## config.mk

```make
export PLATFORM = sky130hd
export DESIGN_NAME = uart_tx_ring_buffer_flat
export DESIGN_NICKNAME = d
export VERILOG_FILES = /design/src/sv/utxrb_pkg.sv /design/src/sv/utxrb_if.sv /design/src/sv/utxrb_ctrl.sv /design/src/sv/utxrb_dp.sv /design/src/sv/uart_tx_ring_buffer.sv /design/src/flat_wrapper.sv
export SDC_FILE = /design/constraint.sdc
export NUM_CORES = 1
export LEC_CHECK = 0
export ABC_AREA = 0
export BUFFER_PORTS_ARGS = -buffer_cell sky130_fd_sc_hd__buf_2
export CORE_MARGIN = 2
export CORE_UTILIZATION = 62
export CTS_CLUSTER_DIAMETER = 40
export DETAILED_ROUTE_END_ITERATION = 8
export GPL_TIMING_DRIVEN = 0
export PLACE_DENSITY = 0.79
export SKIP_LAST_GASP = 1
export SLEW_MARGIN = 15
export SYNTH_ARGS = -nofsm -noshare
export SYNTH_HDL_FRONTEND = slang
export SYNTH_HIERARCHICAL = 1
export SYNTH_SLANG_ARGS = --single-unit
```

## constraint.sdc

```tcl
create_clock -name i_clk -period 5.92 [get_ports i_clk]
set_input_delay 0.888 -clock i_clk [delete_from_list [all_inputs] [get_ports i_clk]]
set_output_delay 0.888 -clock i_clk [all_outputs]
set_load 0.02 [all_outputs]
```

## src/sv/utxrb_pkg.sv

```systemverilog
`timescale 1ns / 1ps
// ----------------------------------------------------------------------------
// utxrb_pkg - shared definitions for the UART transmit ring buffer
// Queue geometry, action and interrupt codes, types and pointer helpers.
// ----------------------------------------------------------------------------
package utxrb_pkg;

    // Queue geometry: DEPTH slots, one always kept empty.
    localparam int DEPTH  = 64;
    localparam int PTR_W  = (DEPTH > 1) ? $clog2(DEPTH) : 1;
    localparam int CNT_W  = PTR_W + 1;
    localparam int FILL_W = 6;
    localparam int BYTE_W = 8;
    localparam int ACT_W  = 2;

    typedef logic [PTR_W-1:0]  t_ptr;
    typedef logic [CNT_W-1:0]  t_cnt;
    typedef logic [FILL_W-1:0] t_fill;
    typedef logic [BYTE_W-1:0] t_byte;
    typedef logic [ACT_W-1:0]  t_action;
    typedef logic [2:0]        t_cause;

    // Action codes
    localparam t_action ACT_PUSH = 2'd0;
    localparam t_action ACT_KICK = 2'd1;
    localparam t_action ACT_INTR = 2'd2;

    // Interrupt identification fields
    localparam int     IIR_NONE_BIT = 0;
    localparam t_cause CAUSE_LINE   = 3'd3;
    localparam t_cause CAUSE_TX     = 3'd1;

    typedef enum logic {
        ST_IDLE,
        ST_READ
    } t_state;

    // Controller -> datapath
    typedef struct packed {
        logic commit;
    } t_dp_cmd;

    // Datapath -> controller
    typedef struct packed {
        logic send;
    } t_dp_sts;

    function automatic t_ptr ptr_advance(t_ptr p);
        t_ptr r;
        r = (p == t_ptr'(DEPTH - 1)) ? '0 : p + t_ptr'(1);
        return r;
    endfunction

    function automatic t_cnt ptr_count(t_ptr wr, t_ptr rd);
        t_cnt c;
        if (wr >= rd) begin
            c = t_cnt'(wr) - t_cnt'(rd);
        end else begin
            c = t_cnt'(wr) + t_cnt'(DEPTH) - t_cnt'(rd);
        end
        return c;
    endfunction

endpackage

```

## src/sv/utxrb_if.sv

```systemverilog
`timescale 1ns / 1ps
// ----------------------------------------------------------------------------
// utxrb_if - valid/ready channels of the UART transmit ring buffer
// Input channel carries one action, output channel one result per action.
// ----------------------------------------------------------------------------
interface utxrb_in_if;
    logic                 valid;
    logic                 ready;
    utxrb_pkg::t_action   action;
    utxrb_pkg::t_byte     data_byte;
    utxrb_pkg::t_byte     iir_value;
    logic                 thr_empty;

    modport source (output valid, action, data_byte, iir_value, thr_empty, input ready);
    modport sink   (input valid, action, data_byte, iir_value, thr_empty, output ready);
endinterface

interface utxrb_out_if;
    logic                 valid;
    logic                 ready;
    logic                 tx_valid;
    utxrb_pkg::t_byte     tx_byte;
    logic                 lsr_read;
    logic                 dropped;
    utxrb_pkg::t_fill     fill_level;

    modport source (output valid, tx_valid, tx_byte, lsr_read, dropped, fill_level,
                    input ready);
    modport sink   (input valid, tx_valid, tx_byte, lsr_read, dropped, fill_level,
                    output ready);
endinterface

```

## src/sv/utxrb_ctrl.sv

```systemverilog
`timescale 1ns / 1ps
// ----------------------------------------------------------------------------
// utxrb_ctrl - transaction controller
// Handles both handshakes and, on a send, waits in ST_READ for store read data.
// ----------------------------------------------------------------------------
module utxrb_ctrl (
    input  logic               i_clk,
    input  logic               i_rst_n,
    input  logic               i_in_valid,
    output logic               o_in_ready,
    output logic               o_out_valid,
    input  logic               i_out_ready,
    input  utxrb_pkg::t_dp_sts i_sts,
    output utxrb_pkg::t_dp_cmd o_cmd
);

    utxrb_pkg::t_state r_state, n_state;
    logic              r_out_valid, n_out_valid;
    logic              w_accept;
    logic              w_taken;

    always_ff @(posedge i_clk) begin
        if (!i_rst_n) begin
            r_state     <= utxrb_pkg::ST_IDLE;
            r_out_valid <= 1'b0;
        end else begin
            r_state     <= n_state;
            r_out_valid <= n_out_valid;
        end
    end

    assign w_taken = r_out_valid && i_out_ready;

    always_comb begin
        n_state     = r_state;
        n_out_valid = r_out_valid && !i_out_ready;
        o_in_ready  = 1'b0;
        w_accept    = 1'b0;
        case (r_state)
            utxrb_pkg::ST_IDLE: begin
                // result register free, or drained at this edge
                o_in_ready = !r_out_valid || i_out_ready;
                w_accept   = i_in_valid && o_in_ready;
                if (w_accept) begin
                    if (i_sts.send) begin
                        n_state = utxrb_pkg::ST_READ;
                    end else begin
                        n_out_valid = 1'b1;
                    end
                end
            end
            utxrb_pkg::ST_READ: begin
                n_out_valid = 1'b1;
                n_state     = utxrb_pkg::ST_IDLE;
            end
            default: begin
                n_state = utxrb_pkg::ST_IDLE;
            end
        endcase
    end

    assign o_cmd.commit = w_accept;
    assign o_out_valid  = r_out_valid;

`ifndef SYNTHESIS
    a_send_waits: assert property (@(posedge i_clk) disable iff (!i_rst_n)
        (w_accept && i_sts.send) |=> (r_state == utxrb_pkg::ST_READ) && !r_out_valid)
        else $error("send transaction did not wait for read data");

    a_read_delivers: assert property (@(posedge i_clk) disable iff (!i_rst_n)
        (r_state == utxrb_pkg::ST_READ) |=> r_out_valid && (r_state == utxrb_pkg::ST_IDLE))
        else $error("read cycle did not present a result");

    a_no_overwrite: assert property (@(posedge i_clk) disable iff (!i_rst_n)
        (r_out_valid && !w_taken) |-> !w_accept)
        else $error("accepted a transaction over a pending result");
`endif

endmodule

```

## src/sv/utxrb_dp.sv

```systemverilog
`timescale 1ns / 1ps
// ----------------------------------------------------------------------------
// utxrb_dp - ring buffer datapath
// Byte store, pointers, idle flag, action decode and result register.
// ----------------------------------------------------------------------------
module utxrb_dp (
    input  logic               i_clk,
    input  logic               i_rst_n,
    input  utxrb_pkg::t_dp_cmd i_cmd,
    output utxrb_pkg::t_dp_sts o_sts,
    input  utxrb_pkg::t_action i_action,
    input  utxrb_pkg::t_byte   i_data_byte,
    input  utxrb_pkg::t_byte   i_iir_value,
    input  logic               i_thr_empty,
    output logic               o_tx_valid,
    output utxrb_pkg::t_byte   o_tx_byte,
    output logic               o_lsr_read,
    output logic               o_dropped,
    output utxrb_pkg::t_fill   o_fill_level
);

    utxrb_pkg::t_byte mem [utxrb_pkg::DEPTH];

    utxrb_pkg::t_ptr  r_rd_ptr, n_rd_ptr;
    utxrb_pkg::t_ptr  r_wr_ptr, n_wr_ptr;
    logic             r_tx_idle, n_tx_idle;
    utxrb_pkg::t_byte r_rdata;
    logic             r_tx_valid, r_lsr, r_drop;
    utxrb_pkg::t_fill r_fill;

    utxrb_pkg::t_cause w_cause;
    logic              w_irq, w_tx_irq, w_line_irq;
    logic              w_attempt, w_empty, w_full, w_send, w_push, w_drop;

    // decode
    always_comb begin
        w_cause    = i_iir_value[3:1];
        w_irq      = (i_action == utxrb_pkg::ACT_INTR)
                     && !i_iir_value[utxrb_pkg::IIR_NONE_BIT];
        w_tx_irq   = w_irq && (w_cause == utxrb_pkg::CAUSE_TX);
        w_line_irq = w_irq && (w_cause == utxrb_pkg::CAUSE_LINE);
        w_attempt  = (i_action == utxrb_pkg::ACT_KICK) || w_tx_irq;
        w_empty    = (r_rd_ptr == r_wr_ptr);
        w_full     = utxrb_pkg::ptr_count(r_wr_ptr, r_rd_ptr)
                     >= utxrb_pkg::t_cnt'(utxrb_pkg::DEPTH - 1);
        w_send     = w_attempt && !w_empty && (r_tx_idle || i_thr_empty || w_tx_irq);
        w_push     = (i_action == utxrb_pkg::ACT_PUSH) && !w_full;
        w_drop     = (i_action == utxrb_pkg::ACT_PUSH) && w_full;

        n_wr_ptr  = w_push ? utxrb_pkg::ptr_advance(r_wr_ptr) : r_wr_ptr;
        n_rd_ptr  = w_send ? utxrb_pkg::ptr_advance(r_rd_ptr) : r_rd_ptr;
        n_tx_idle = w_send ? 1'b0 : (w_tx_irq ? 1'b1 : r_tx_idle);
    end

    assign o_sts.send = w_send;

    always_ff @(posedge i_clk) begin
        if (!i_rst_n) begin
            r_rd_ptr  <= '0;
            r_wr_ptr  <= '0;
            r_tx_idle <= 1'b0;
        end else if (i_cmd.commit) begin
            r_rd_ptr  <= n_rd_ptr;
            r_wr_ptr  <= n_wr_ptr;
            r_tx_idle <= n_tx_idle;
        end
    end

    // byte store: one write port, one registered read port
    always_ff @(posedge i_clk) begin
        if (i_cmd.commit && w_push) begin
            mem[r_wr_ptr] <= i_data_byte;
        end
        if (i_cmd.commit && w_send) begin
            r_rdata <= mem[r_rd_ptr];
        end
    end

    // result fields; read data is held until the next commit
    always_ff @(posedge i_clk) begin
        if (i_cmd.commit) begin
            r_tx_valid <= w_send;
            r_lsr      <= w_line_irq;
            r_drop     <= w_drop;
            r_fill     <= utxrb_pkg::t_fill'(utxrb_pkg::ptr_count(n_wr_ptr, n_rd_ptr));
        end
    end

    assign o_tx_valid   = r_tx_valid;
    assign o_tx_byte    = r_tx_valid ? r_rdata : '0;
    assign o_lsr_read   = r_lsr;
    assign o_dropped    = r_drop;
    assign o_fill_level = r_fill;

`ifndef SYNTHESIS
    a_ptr_range: assert property (@(posedge i_clk) disable iff (!i_rst_n)
        (r_rd_ptr <= utxrb_pkg::t_ptr'(utxrb_pkg::DEPTH - 1))
        && (r_wr_ptr <= utxrb_pkg::t_ptr'(utxrb_pkg::DEPTH - 1)))
        else $error("pointer out of range");

    a_drop_holds: assert property (@(posedge i_clk) disable iff (!i_rst_n)
        (i_cmd.commit && w_drop) |=> $stable(r_wr_ptr))
        else $error("dropped byte moved the write pointer");

    a_send_clears_idle: assert property (@(posedge i_clk) disable iff (!i_rst_n)
        (i_cmd.commit && w_send) |=> !r_tx_idle && (r_rd_ptr != $past(r_rd_ptr)))
        else $error("send did not pop or clear idle");
`endif

endmodule

```

## src/sv/uart_tx_ring_buffer.sv

```systemverilog
`timescale 1ns / 1ps
// ----------------------------------------------------------------------------
// uart_tx_ring_buffer - UART transmit queue
// Circular byte queue with push, kick and interrupt handling.
// ----------------------------------------------------------------------------
// Usage:
//  - i_item carries one action per transaction: push a byte, kick a send
//    after a write call, or an interrupt with its identification value.
//  - o_result returns exactly one result per action: the byte written to the
//    transmit register (if any), the LSR read strobe, the drop flag and the
//    fill level after the action.
//  - A result is registered at acceptance; when the action sends a byte, it
//    follows the read state instead (the byte store read port is registered).
//  - Throughput: 1 action per cycle while no byte is sent and the receiver
//    takes each result; a sending action holds off new actions in the read state.
//  - The queue holds DEPTH-1 bytes; a push into a full queue is discarded
//    and flagged.
//  - Reset empties the queue (pointers to zero) and clears the idle flag.
//    The byte store is not cleared; only written entries are ever read.
//  - When the receiver stalls, the result register holds its transaction and
//    no new action is accepted until the result is taken (an action may be
//    accepted in the same cycle the pending result is taken).
// ----------------------------------------------------------------------------
module uart_tx_ring_buffer (
    input  logic        i_clk,
    input  logic        i_rst_n,
    utxrb_in_if.sink    i_item,
    utxrb_out_if.source o_result
);

    utxrb_pkg::t_dp_cmd w_cmd;
    utxrb_pkg::t_dp_sts w_sts;

    // Handshake control and the wait state for read data
    utxrb_ctrl u_ctrl (
        .i_clk       (i_clk),
        .i_rst_n     (i_rst_n),
        .i_in_valid  (i_item.valid),
        .o_in_ready  (i_item.ready),
        .o_out_valid (o_result.valid),
        .i_out_ready (o_result.ready),
        .i_sts       (w_sts),
        .o_cmd       (w_cmd)
    );

    // Queue storage, pointers and result fields
    utxrb_dp u_dp (
        .i_clk        (i_clk),
        .i_rst_n      (i_rst_n),
        .i_cmd        (w_cmd),
        .o_sts        (w_sts),
        .i_action     (i_item.action),
        .i_data_byte  (i_item.data_byte),
        .i_iir_value  (i_item.iir_value),
        .i_thr_empty  (i_item.thr_empty),
        .o_tx_valid   (o_result.tx_valid),
        .o_tx_byte    (o_result.tx_byte),
        .o_lsr_read   (o_result.lsr_read),
        .o_dropped    (o_result.dropped),
        .o_fill_level (o_result.fill_level)
    );

endmodule
```

## src/flat_wrapper.sv

```systemverilog
// flat-port wrapper written by rule: the top's interface ports become plain ports
module uart_tx_ring_buffer_flat 
  (i_clk, i_rst_n, i_item_valid, i_item_action, i_item_data_byte, i_item_iir_value, i_item_thr_empty, i_item_ready, o_result_valid, o_result_tx_valid, o_result_tx_byte, o_result_lsr_read, o_result_dropped, o_result_fill_level, o_result_ready);
  utxrb_in_if i_item_i ();
  utxrb_out_if o_result_i ();
  input  logic i_clk;
  input  logic i_rst_n;
  input wire logic [$bits(i_item_i.valid)-1:0] i_item_valid;
  input wire logic [$bits(i_item_i.action)-1:0] i_item_action;
  input wire logic [$bits(i_item_i.data_byte)-1:0] i_item_data_byte;
  input wire logic [$bits(i_item_i.iir_value)-1:0] i_item_iir_value;
  input wire logic [$bits(i_item_i.thr_empty)-1:0] i_item_thr_empty;
  output wire logic [$bits(i_item_i.ready)-1:0] i_item_ready;
  output wire logic [$bits(o_result_i.valid)-1:0] o_result_valid;
  output wire logic [$bits(o_result_i.tx_valid)-1:0] o_result_tx_valid;
  output wire logic [$bits(o_result_i.tx_byte)-1:0] o_result_tx_byte;
  output wire logic [$bits(o_result_i.lsr_read)-1:0] o_result_lsr_read;
  output wire logic [$bits(o_result_i.dropped)-1:0] o_result_dropped;
  output wire logic [$bits(o_result_i.fill_level)-1:0] o_result_fill_level;
  input wire logic [$bits(o_result_i.ready)-1:0] o_result_ready;
  assign i_item_i.valid = i_item_valid;
  assign i_item_i.action = i_item_action;
  assign i_item_i.data_byte = i_item_data_byte;
  assign i_item_i.iir_value = i_item_iir_value;
  assign i_item_i.thr_empty = i_item_thr_empty;
  assign i_item_ready = i_item_i.ready;
  assign o_result_valid = o_result_i.valid;
  assign o_result_tx_valid = o_result_i.tx_valid;
  assign o_result_tx_byte = o_result_i.tx_byte;
  assign o_result_lsr_read = o_result_i.lsr_read;
  assign o_result_dropped = o_result_i.dropped;
  assign o_result_fill_level = o_result_i.fill_level;
  assign o_result_i.ready = o_result_ready;
  uart_tx_ring_buffer u_core (.i_clk(i_clk), .i_rst_n(i_rst_n), .i_item(i_item_i), .o_result(o_result_i));
endmodule
```

# --- Yosys cells after proc, flatten, opt, wreduce, memory -nomap -nowiden ---
# Memory sizes are Yosys's and may differ from the RTL's. A register that Yosys moved wholly into a read port is not among the register bits.
# Index checks and enable logic that the tools add are counted.
totals:
  register_bits: 24
  ramBits: 512
  in_bits: 23
  out_inout_bits: 19
  elab_cells: 71
  mem_count: 1
classes:
  addsub: 8
  n_lt_le_gt_ge: 3
  n_eq_ne: 7
  mux: 19
  bitwise: 1
  n_reduce_logical: 23
mem_list:
  columns: ["memory", "depth", "width", "rd", "rd_ports_with_merged_regs", "wr", "line_no", "text"]
  rows:
  - ["u_core.u_dp.mem", 64, 8, 1, 1, 1, "utxrb_dp.sv:22", "utxrb_pkg::t_byte mem [utxrb_pkg::DEPTH];"]
ops:
  columns: ["cell", "n"]
  rows:
  - ["6-bit two-way mux", 5]
  - ["6-bit by 1-bit adder with 6-bit output, second input constant", 3]
  - ["6-bit equality test, second input constant", 2]
  - ["6-bit greater-or-equal comparator", 2]
  - ["6-bit subtractor", 2]
  - ["1-bit logical AND", 11]
  - ["1-bit two-way mux", 10]
  - ["8-bit two-way mux", 1]
  - ["6-bit by 7-bit adder with 7-bit output, second input constant", 1]
  - ["7-bit by 6-bit greater-or-equal comparator with 1-bit output, second input constant", 1]
  - ["7-bit two-way mux", 1]
  - ["6-bit by 6-bit subtractor with 7-bit output", 1]
  - ["7-bit by 6-bit subtractor with 7-bit output", 1]
  - ["6-bit equality test", 1]
  - ["1-bit logical NOT", 5]
  - ["1-bit logical OR", 4]
  - ["1-bit case mux with 2 select lines", 2]
  - ["3-bit by 1-bit equality test with 1-bit output, second input constant", 1]
  - ["3-bit by 2-bit equality test with 1-bit output, second input constant", 1]
  - ["2-bit by 1-bit equality test with 1-bit output, second input constant", 1]
  - ["2-bit equality test, second input constant", 1]
  - ["2-bit logical NOT", 1]
  - ["2-bit AND reduction", 1]
  - ["2-bit nonzero test", 1]
  - ["1-bit NOT", 1]

# --- Logic depth before layout (Yosys ltp) ---
# Gate-level depths: netlist of the first run.
depth:
  ltp_word: 10
  depth_mapped: 20
  mapped_depth_nobuf: 19

# --- Cells and area by module ---
# Netlist of the first run, hierarchy kept.
by_module_without_submodules:
  columns: ["mod", "instances", "cells_per_inst", "area_per_inst_um2"]
  rows:
  - ["utxrb_dp", 1, 1075, 21768.4]
  - ["utxrb_ctrl", 1, 9, 98.8]

# --- Least setup slack after synthesis of the first run ---
# Ideal clock, no wire load.
synth_path:
  path_type: "flip-flop to flip-flop"
  from: "register u_core.u_dp.r_rd_ptr[1]"
  to: "register u_core.u_dp.r_fill[5] (netlist: u_core/u_dp/o_fill_level[5]), data pin"
  arrival_time_ns: 4.012
  slack_ns: 1.648
  path_stages_with_launch: 20
  path_buffers: 3
  synth_period_minus_slack_ns: 4.272
  path_cell_list: "dfxtp_1 -> buf_2 -> buf_2 -> buf_1 -> inv_1 -> fa_1 -> xor2_1 -> nand3b_1 -> nor4_2 -> a21oi_2 -> o21ai_2 -> mux2i_1 -> inv_1 -> ha_1 -> a21o_1 -> a21oi_1 -> o21bai_1 -> a21oi_1 -> xnor2_1 -> xnor2_1"
synth_between:
  elab_chain_cells: 9
  word_cells_on_any_way: 21
  classes_between: "add/sub (6); order compare (3); eq/ne (2); mux (5); reduce/logical (5)"
synth_rtl:
  columns: ["element", "line_no", "text"]
  rows:
  - ["from (decl)", "utxrb_dp.sv:24", "utxrb_pkg::t_ptr r_rd_ptr, n_rd_ptr;"]
  - ["from (signal assigned)", "utxrb_dp.sv:63", "r_rd_ptr <= n_rd_ptr;"]
  - ["7-bit by 6-bit subtractor with 7-bit output (tied with other cells)", "utxrb_pkg.sv:59", "c = t_cnt'(wr) + t_cnt'(DEPTH) - t_cnt'(rd);"]
  - ["7-bit two-way mux (*)", "utxrb_pkg.sv:56", "if (wr >= rd) begin"]
  - ["7-bit by 6-bit greater-or-equal comparator with 1-bit output (*)", "utxrb_dp.sv:45", ">= utxrb_pkg::t_cnt'(utxrb_pkg::DEPTH - 1);"]
  - ["1-bit logical NOT (*)", "utxrb_dp.sv:47", "w_push = (i_action == utxrb_pkg::ACT_PUSH) && !w_full;"]
  - ["1-bit logical AND (*)", "utxrb_dp.sv:47", null]
  - ["6-bit two-way mux (*)", "utxrb_dp.sv:50", "n_wr_ptr = w_push ? utxrb_pkg::ptr_advance(r_wr_ptr) : r_wr_ptr;"]
  - ["via u_core.u_dp.n_wr_ptr[1]", "utxrb_dp.sv:25", "utxrb_pkg::t_ptr r_wr_ptr, n_wr_ptr;"]
  - ["6-bit by 1-bit adder with 6-bit output", "utxrb_pkg.sv:59", null]
  - ["6-bit subtractor", "utxrb_pkg.sv:59", null]
  - ["6-bit two-way mux (*)", "utxrb_pkg.sv:56", null]
  - ["to (signal assigned)", "utxrb_dp.sv:85", "r_fill <= utxrb_pkg::t_fill'(utxrb_pkg::ptr_count(n_wr_ptr, n_rd_ptr));"]
  - ["to (decl)", "utxrb_dp.sv:29", "utxrb_pkg::t_fill r_fill;"]
# Mark *: on every way through the listed nets, which the timed path passes. The rest lies on a longest branch.
# A chain may end at the register's enable or synchronous reset.

# --- Worst setup path after layout of the first run ---
# Ends and elaborated chain as after synthesis.

==> results.rst, run 1 <==
.. list-table::
   :header-rows: 1

   * - Metric
     - Value
   * - Status
     - finished clean
   * - Vias in the first global route
     - approximately 11k
   * - Signed area change from the synthesized netlist to the final layout
     - 13.4%
   * - Number of standard cells after synthesis
     - between 1k and 1.5k
   * - Startpoint class of the critical path
     - register
   * - Area of the multi-input gates
     - around 5400 sq um
   * - Number of CTS-inserted buffers
     - 58
   * - Cell at the root of the clock tree
     - sky130_fd_sc_hd__clkbuf_16
   * - Starting density of the core
     - between 60 and 70%
   * - Initial DRC Count
     - around 1.7k
   * - Total Neg Setup Slack
     - 0 ns
   * - Synth Flop Type
     - sky130_fd_sc_hd__edfxtp_1
   * - Final WL
     - about 52000 microns
   * - Peak fanout along the critical path
     - 10
   * - Synthesized netlist net count
     - 1123
   * - Final worst path period need
     - 5.55 ns
   * - Ratio of cells with drive above 1 in the final layout
     - a little over a quarter
   * - Reg clk slew, reported paths
     - 0.06 ns
   * - Commonest cells after routing, fill and taps aside
     - 529 x sky130_fd_sc_hd__edfxtp_1, 144 x sky130_fd_sc_hd__mux4_2, 78 x sky130_fd_sc_hd__nor2_1, 59 x sky130_fd_sc_hd__clkbuf_16, 54 x sky130_fd_sc_hd__buf_2
   * - Number of resized instances in the post-cts repair step
     - 0
   * - Fillers
     - 1911
   * - Req. time, crit path
     - approximately 6.3 ns
   * - Most common library cell in the layout ignoring fill and taps
     - sky130_fd_sc_hd__edfxtp_1
   * - Maximum Capacitance Violations
     - 0
   * - Fin Clk Skew
     - between 0.015 and 0.02 ns
   * - Seq. cell area
     - around 16000 sq um
   * - Number of antenna violations at the first check in global routing
     - 2
   * - Number of instances in the placed design
     - about 1.6k
   * - Via count
     - about 12k
   * - Pin count of the biggest net entering global routing
     - 65
   * - Sum of internal, switching and leakage power
     - between 8 and 9 mW
   * - Fin worst setup slack
     - between 0.3 and 0.4 ns
   * - Clock tree from TritonCTS
     - done
   * - Number of flops mapped to enable cells by yosys
     - between 500 and 600
   * - Final critical-path share of the clock period
     - 93.7%
   * - Global placer's final weighted congestion
     - roughly 0.91
   * - Power Density
     - roughly 330 nW/um^2
   * - Final Instance Count excl. Fillers
     - ~1.7k
   * - Least-Margin Pin Slew
     - roughly 1.0 ns
   * - Number of hold violations in the final report
     - 0
   * - Headroom to the max-slew limit
     - between 30% and 40%
   * - Worst slack after detailed placement
     - roughly 0.45 ns
   * - Critical Path Sink Type
     - register
   * - Post-DR wirelength/cell
     - between 30 and 40 microns
   * - Part of the Yosys area used for sequential elements
     - 74.0%
   * - Min-Delay Path Class
     - register to register
   * - Die ar.
     - 36800 sq um
   * - H-Tree Depth
     - 2
   * - Number of iterations in the first detailed-routing pass
     - 6
   * - Skew-Pair Late Insertion Delay
     - just under 0.6 ns
   * - Unrepaired setup endpoints after global routing
     - no
   * - Remaining DRCs
     - 0
   * - Avg Inst Size Synth
     - 20.2 sq um
   * - Total half-perimeter wirelength after legalization and detailed placement
     - about 31000 microns
   * - LEAKAGE
     - 7.93 nW
   * - Async set-or-reset flop fraction in the synthesized netlist
     - 0%
   * - Sinks on the clock net
     - roughly 540
   * - Hold Buf Count CTS
     - 0
   * - Total track usage
     - 29.5%
   * - Aggregate global routing overflow
     - 0
   * - Worst ir drop on vdd
     - approximately 240 uV
   * - Area inside the core boundary
     - 34600 sq um
   * - Flip-flop and latch count after synthesis
     - between 500 and 600
   * - Chip Width
     - between 150 and 200 microns
   * - Vias/cell
     - approximately 7
   * - Number of placement rows
     - between 60 and 70
   * - Maximum frequency from static timing analysis
     - roughly 0.18 GHz
   * - Buffer levels on the longest clock path
     - 3
   * - Unique masters post-synth
     - 62
   * - Number of buffers inserted by port buffering
     - 37
   * - Design Area, Final
     - between 20000 and 25000 sq um
   * - Syn Std Cell Area
     - around 22000 sq um
   * - Number of synthesis warnings
     - 6
   * - Worst Hold Margin
     - roughly 0.54 ns
   * - Vertical die dimension
     - ~190 microns
   * - Number of routed nets with antenna violations
     - 0
   * - Post-CTS Setup Inserts
     - 0
   * - IO Count
     - 42
   * - NumNets Final
     - between 1k and 1.5k
   * - Number of endpoints failing setup at the final stage
     - 0
   * - Worst path arrival time
     - a little under 6 ns
   * - Area after detailed placement
     - between 20000 and 25000 sq um
   * - Share of the core filled with cells in the final layout
     - 71.6%
   * - Wire length of the first global-routing pass
     - roughly 77000 microns
   * - Setup CP Type
     - register to register
   * - Final slew viol count
     - 0
==> layout make-up <==
type,instances,share of cell area [%]
Sequential cell,544,65.3
Buffer,59,1.03
Antenna cell,1,0.0101
Clock inverter,45,2.14
Inverter,21,0.318
Multi-Input combinational cell,460,21.8
Timing Repair Buffer,46,1.09
Tap cell,455,2.30
Clock buffer,63,6.02
==> cells by family (layout without fill, tap and decap cells) <==
| group | after synthesis | count (layout) | share of synthesized area [%] |
|---|---|---|---|
| flops | 544 | 544 | 74.0 |
| mux | 179 | 179 | 16.4 |
| simple gates | 168 | 168 | 3.75 |
| compound gates | 82 | 82 | 2.68 |
| buf+inv | 80 | 234 | 1.53 |
| fa+ha+maj | 16 | 16 | 0.984 |
| xor+xnor | 15 | 15 | 0.601 |
| other cells | 0 | 1 | 0 |
==> worst max-delay path, stage by stage, from the launching register on <==
cell and delay [ns]:
sky130_fd_sc_hd__dfxtp_1 0.32, sky130_fd_sc_hd__buf_2 0.18, sky130_fd_sc_hd__buf_2 0.32, sky130_fd_sc_hd__buf_1 0.71, sky130_fd_sc_hd__inv_1 0.22, sky130_fd_sc_hd__fa_1 0.57
sky130_fd_sc_hd__xor2_1 0.18, sky130_fd_sc_hd__nand3b_1 0.12, sky130_fd_sc_hd__nor4_2 0.43, sky130_fd_sc_hd__a21oi_2 0.16, sky130_fd_sc_hd__o21ai_2 0.38, sky130_fd_sc_hd__mux2i_1 0.39
sky130_fd_sc_hd__inv_1 0.08, sky130_fd_sc_hd__ha_1 0.28, sky130_fd_sc_hd__a21o_1 0.16, sky130_fd_sc_hd__a21oi_1 0.21, sky130_fd_sc_hd__o21bai_1 0.09, sky130_fd_sc_hd__a21oi_1 0.19
sky130_fd_sc_hd__xnor2_1 0.16, sky130_fd_sc_hd__xnor2_1 0.10
==> path summary, 6_finish.rpt <==
path | slack, ns | from | cells past startpoint | to
max | 0.37 | u_core/u_dp/r_rd_ptr[1] | 19 | u_core/u_dp/o_fill_level[5]
min | 0.54 | u_core/u_dp/r_tx_idle | 2 | u_core/u_dp/r_tx_idle
min reg2reg | 0.54 | u_core/u_dp/r_tx_idle | 2 | u_core/u_dp/r_tx_idle
max reg2reg | 0.37 | u_core/u_dp/r_rd_ptr[1] | 19 | u_core/u_dp/o_fill_level[5]
==> cells in the mapped netlist, types with 11 or more instances <==
cell	count	share of area [%]
sky130_fd_sc_hd__edfxtp_1	529	73
sky130_fd_sc_hd__inv_1	18	0.31
sky130_fd_sc_hd__a21oi_1	16	0.37
sky130_fd_sc_hd__o21ai_0	16	0.37
sky130_fd_sc_hd__clkbuf_1	29	0.50
sky130_fd_sc_hd__mux2i_1	34	1.6
sky130_fd_sc_hd__nand2_1	26	0.45
sky130_fd_sc_hd__xnor2_1	11	0.44
sky130_fd_sc_hd__mux4_2	144	15
sky130_fd_sc_hd__a221oi_1	15	0.60
sky130_fd_sc_hd__nor2_1	79	1.4
sky130_fd_sc_hd__ha_1	14	0.80
sky130_fd_sc_hd__buf_2	22	0.50
sky130_fd_sc_hd__dfxtp_1	15	1.4
==> sequential cells by signal (all words and copies together), names as in the netlist <==
register,cells
u_core/u_dp/r_tx_idle,1
u_core/u_ctrl/o_out_valid,1
u_core/u_dp/mem,512
u_core/u_dp/o_dropped,1
u_core/u_dp/r_rdata,8
u_core/u_dp/o_tx_valid,1
u_core/u_ctrl/r_state,1
u_core/u_dp/r_wr_ptr,6
u_core/u_dp/o_fill_level,6
u_core/u_dp/r_rd_ptr,6
u_core/u_dp/o_lsr_read,1
==> power by group <==
part	internal, mW	switching [mW]
Combinational	0.0668	0.147
Clock	2.27	1.49
Sequential	4.23	0.00390
Total	6.57	1.64
==> metal layers <==
layer | up-vias | GRT usage (%) | share of wire, %
met5 | - | 0 | 0
met4 | 0 | 9.94 | 3.4
met3 | 133 | 6.82 | 11
met2 | 830 | 45.8 | 48
met1 | 5987 | 42.2 | 38
li1 | 4693 | - | -
Power figures use the tool's default switching activity.
==> inputs of run 2 (changes only) <==
- GPL_TIMING_DRIVEN: 0 -> not set
==> run 2 against run 1 <==
Net effect: clock power decreased by 9.3%; clock skew about the same; hold slack got worse by 0.012 ns; sequential power about the same; combinational power decreased by 4%; die area unchanged; non-clock buffer count decreased by 50; critical path type unchanged; critical endpoint is now u_core/u_dp/mem[40][3]; largest cell class unchanged.
==> results.rst, run 2 (synthesis results as in run 1) <==
.. list-table::
   :header-rows: 1

   * - Metric
     - Value
   * - Area of the multi-input gates
     - 5370 sq um (-0.58%)
   * - Worst slack after detailed placement
     - 1.34 ns (+0.885 ns)
   * - NumNets Final
     - 1178 (-4.1%)
   * - Critical Path Sink Type
     - register
   * - CP peak stage delay
     - 0.82 ns (+0.11 ns)
   * - Cell Chain, Critical Path
     - clkinv_1, ha_1, nand3_1, nor2b_1, o21ai_1, a22oi_2, o211ai_2, buf_4, or4_1, nor2_1
   * - Starting density of the core
     - 63.1% (unchanged)
   * - Largest registers ranked by flip-flop count
     - u_core/u_dp/mem: 512 flops, u_core/u_dp/r_rdata: 8 flops
   * - Amount of wire on met2 after detailed routing
     - 23100 microns (-7.2%)
   * - H-Tree Depth
     - 2 (unchanged)
   * - Status
     - finished clean
   * - Via count
     - 11.0k (-5.9%)
   * - Wire length of the first global-routing pass
     - 70500 microns (-8.0%)
   * - Commonest cells after routing, fill and taps aside
     - 529 x sky130_fd_sc_hd__edfxtp_1, 144 x sky130_fd_sc_hd__mux4_2, 78 x sky130_fd_sc_hd__nor2_1, 59 x sky130_fd_sc_hd__clkbuf_16, 34 x sky130_fd_sc_hd__mux2i_1
   * - Sinks on the clock net
     - 544 (unchanged)
   * - Vertical die dimension
     - 192 microns (unchanged)
   * - Final slew viol count
     - 0 (unchanged)
   * - Total track usage
     - 26.9% (-2.6 points)
   * - Clock tree from TritonCTS
     - done
   * - Clk pwr share
     - 43.5% (-2.3 points)
   * - Final critical-path share of the clock period
     - 81.4% (-12 points)
   * - Vias/cell
     - 6.72 (-2.3%)
   * - Req. time, crit path
     - 6.11 ns (-0.14 ns)
   * - Fillers
     - 1993 (+4.3%)
   * - Met1 wire length
     - 18500 microns (-5.4%)
   * - Met3 routed WL
     - 4020 microns (-31%)
   * - Aggregate global routing overflow
     - 0 (unchanged)
   * - Number of buffers inserted by port buffering
     - 37 (unchanged)
   * - Remaining DRCs
     - 0 (unchanged)
   * - Vias in the first global route
     - 11.1k (-3.1%)
   * - Final WL
     - 47300 microns (-9.2%)
   * - Number of hold violations in the final report
     - 0 (unchanged)
   * - Post-CTS Setup Inserts
     - 0 (unchanged)
   * - Initial DRC Count
     - 1341 (-21%)
   * - Inserted Diodes
     - 0 (-1)
   * - Gate family responsible for the most delay along the worst path
     - simple AND/OR/NAND/NOR gates
   * - Skew-Pair Late Insertion Delay
     - 0.58 ns (about the same)
   * - Unrepaired setup endpoints after global routing
     - no
   * - Number of resized instances in the post-cts repair step
     - 0 (unchanged)
   * - Reg clk slew, reported paths
     - 0.06 ns (about the same)
   * - Min-Delay Path Class
     - register to register
   * - Sum of internal, switching and leakage power
     - 7.86 mW (-4.3%)
   * - Maximum frequency from static timing analysis
     - 0.208 GHz (+15%)
   * - Setup CP Type
     - register to register
   * - Slowest CP cell
     - sky130_fd_sc_hd__nor2_1
   * - Internal power
     - 6.29 mW (-4.2%)
   * - Number of CTS-inserted buffers
     - 57 (-1.7%)
   * - Worst path arrival time
     - 5.01 ns (-0.86 ns)
   * - Chip Width
     - 192 microns (unchanged)
   * - Global placer's final weighted congestion
     - 0.914 (+0.18%)
   * - Startpoint class of the critical path
     - register
   * - Peak fanout along the critical path
     - 14 (+4)
   * - Hold Buf Count CTS
     - 0 (unchanged)
   * - Least-Margin Pin Slew
     - 1.12 ns (+0.126 ns)
   * - Signed area change from the synthesized netlist to the final layout
     - 11.4%
   * - Uppermost metal layer occupied by signal nets
     - met4
   * - Area inside the core boundary
     - 34600 sq um (unchanged)
   * - Total Neg Setup Slack
     - 0 ns (unchanged)
   * - Sw power
     - 1.57 mW (-4.6%)
   * - Portion of total power attributed to combinational logic
     - 2.6% (about the same)
   * - IO Count
     - 42 (unchanged)
   * - Total half-perimeter wirelength after legalization and detailed placement
     - 26900 microns (-13%)
   * - Most common library cell in the layout ignoring fill and taps
     - sky130_fd_sc_hd__edfxtp_1
   * - Number of routed nets with antenna violations
     - 0 (unchanged)
   * - Number of endpoints failing setup at the final stage
     - 0 (unchanged)
   * - Buffer and inverter count on the worst path
     - 2 (-3)
   * - Cell at the root of the clock tree
     - sky130_fd_sc_hd__clkbuf_16
   * - Fin Clk Skew
     - 0.0197 ns (+0.000354 ns)
   * - Worst ir drop on vdd
     - 325 uV (+33%)
   * - Final worst path period need
     - 4.82 ns (-0.729 ns)
   * - LEAKAGE
     - 7.73 nW (-2.5%)
   * - Headroom to the max-slew limit
     - 25.1% (-8.4 points)
   * - Relative contribution of sequential cells to total power
     - 53.9% (+2.3 points)
   * - Post-DR wirelength/cell
     - 29.0 microns (-5.7%)
   * - Number of antenna violations at the first check in global routing
     - 0 (-2)
   * - Buffer levels on the longest clock path
     - 3 (unchanged)
   * - Number of placement rows
     - 68 (unchanged)
   * - Register with the most flip-flops
     - u_core/u_dp/mem
   * - Die ar.
     - 36800 sq um (unchanged)
   * - Pin count of the biggest net entering global routing
     - 75 (+15%)
   * - Maximum Capacitance Violations
     - 0 (unchanged)
   * - Seq. cell area
     - 16200 sq um (about the same)
   * - Ratio of cells with drive above 1 in the final layout
     - 25.9% (-0.81 points)
   * - Fin worst setup slack
     - 1.10 ns (+0.729 ns)
   * - Power Density
     - 323 nW/um^2 (-2.6%)
   * - Switching share of power
     - 19.9% (-0.067 points)
   * - Number of iterations in the first detailed-routing pass
     - 5 (-1)
   * - Flip-flop count of the largest register, all copies and words added
     - 512 (unchanged)
-- run 2: worst paths after layout --
path	from	end	slack (ns)	depth (start not counted)
setup / recovery	u_core/u_dp/r_rd_ptr[5]	u_core/u_dp/mem[40][3]	1.10	10
hold / removal	u_core/u_ctrl/r_state	u_core/u_ctrl/r_state	0.53	1
setup reg to reg	u_core/u_dp/r_rd_ptr[5]	u_core/u_dp/mem[40][3]	1.10	10
hold reg to reg	u_core/u_ctrl/r_state	u_core/u_ctrl/r_state	0.53	1
-- run 2: area by class of cell --
cell class / instances / area share [%]
Sequential cell: 544 / 66.5
Multi-Input combinational cell: 460 / 22.1
Clock buffer: 66 / 6.17
Tap cell: 455 / 2.34
Timing Repair Buffer: 55 / 1.39
Clock inverter: 30 / 1.25
Inverter: 21 / 0.324
-- run 2: power by group through the flow --
stage	sequential (mW)	combinational, mW	clock [mW]
finish	4.24	0.205	3.42
global route	4.24	0.223	3.62
CTS	4.24	0.205	3.47
detailed placement	4.32	0.202	0
floorplan	4.33	0.0954	0
global placement	4.32	0.195	0
-- run 2: metrics by stage --
stage               util, %  area, sq um  cells  hold WS [ns]
global placement       65.1        22500   1535         0.500
floorplan                 -        21900   1084         0.459
CTS                    70.3        24300   1631         0.530
global route           70.3        24400   1631         0.534
finish                 70.3        24400   1631         0.528
detailed placement     65.1        22500   1535         0.514
-- run 2: layer usage --
layer,GRT usage (%),up-vias
met2,43.0,568
met5,0,-
met3,4.42,102
li1,-,4576
met1,38.3,5709
met4,9.64,0
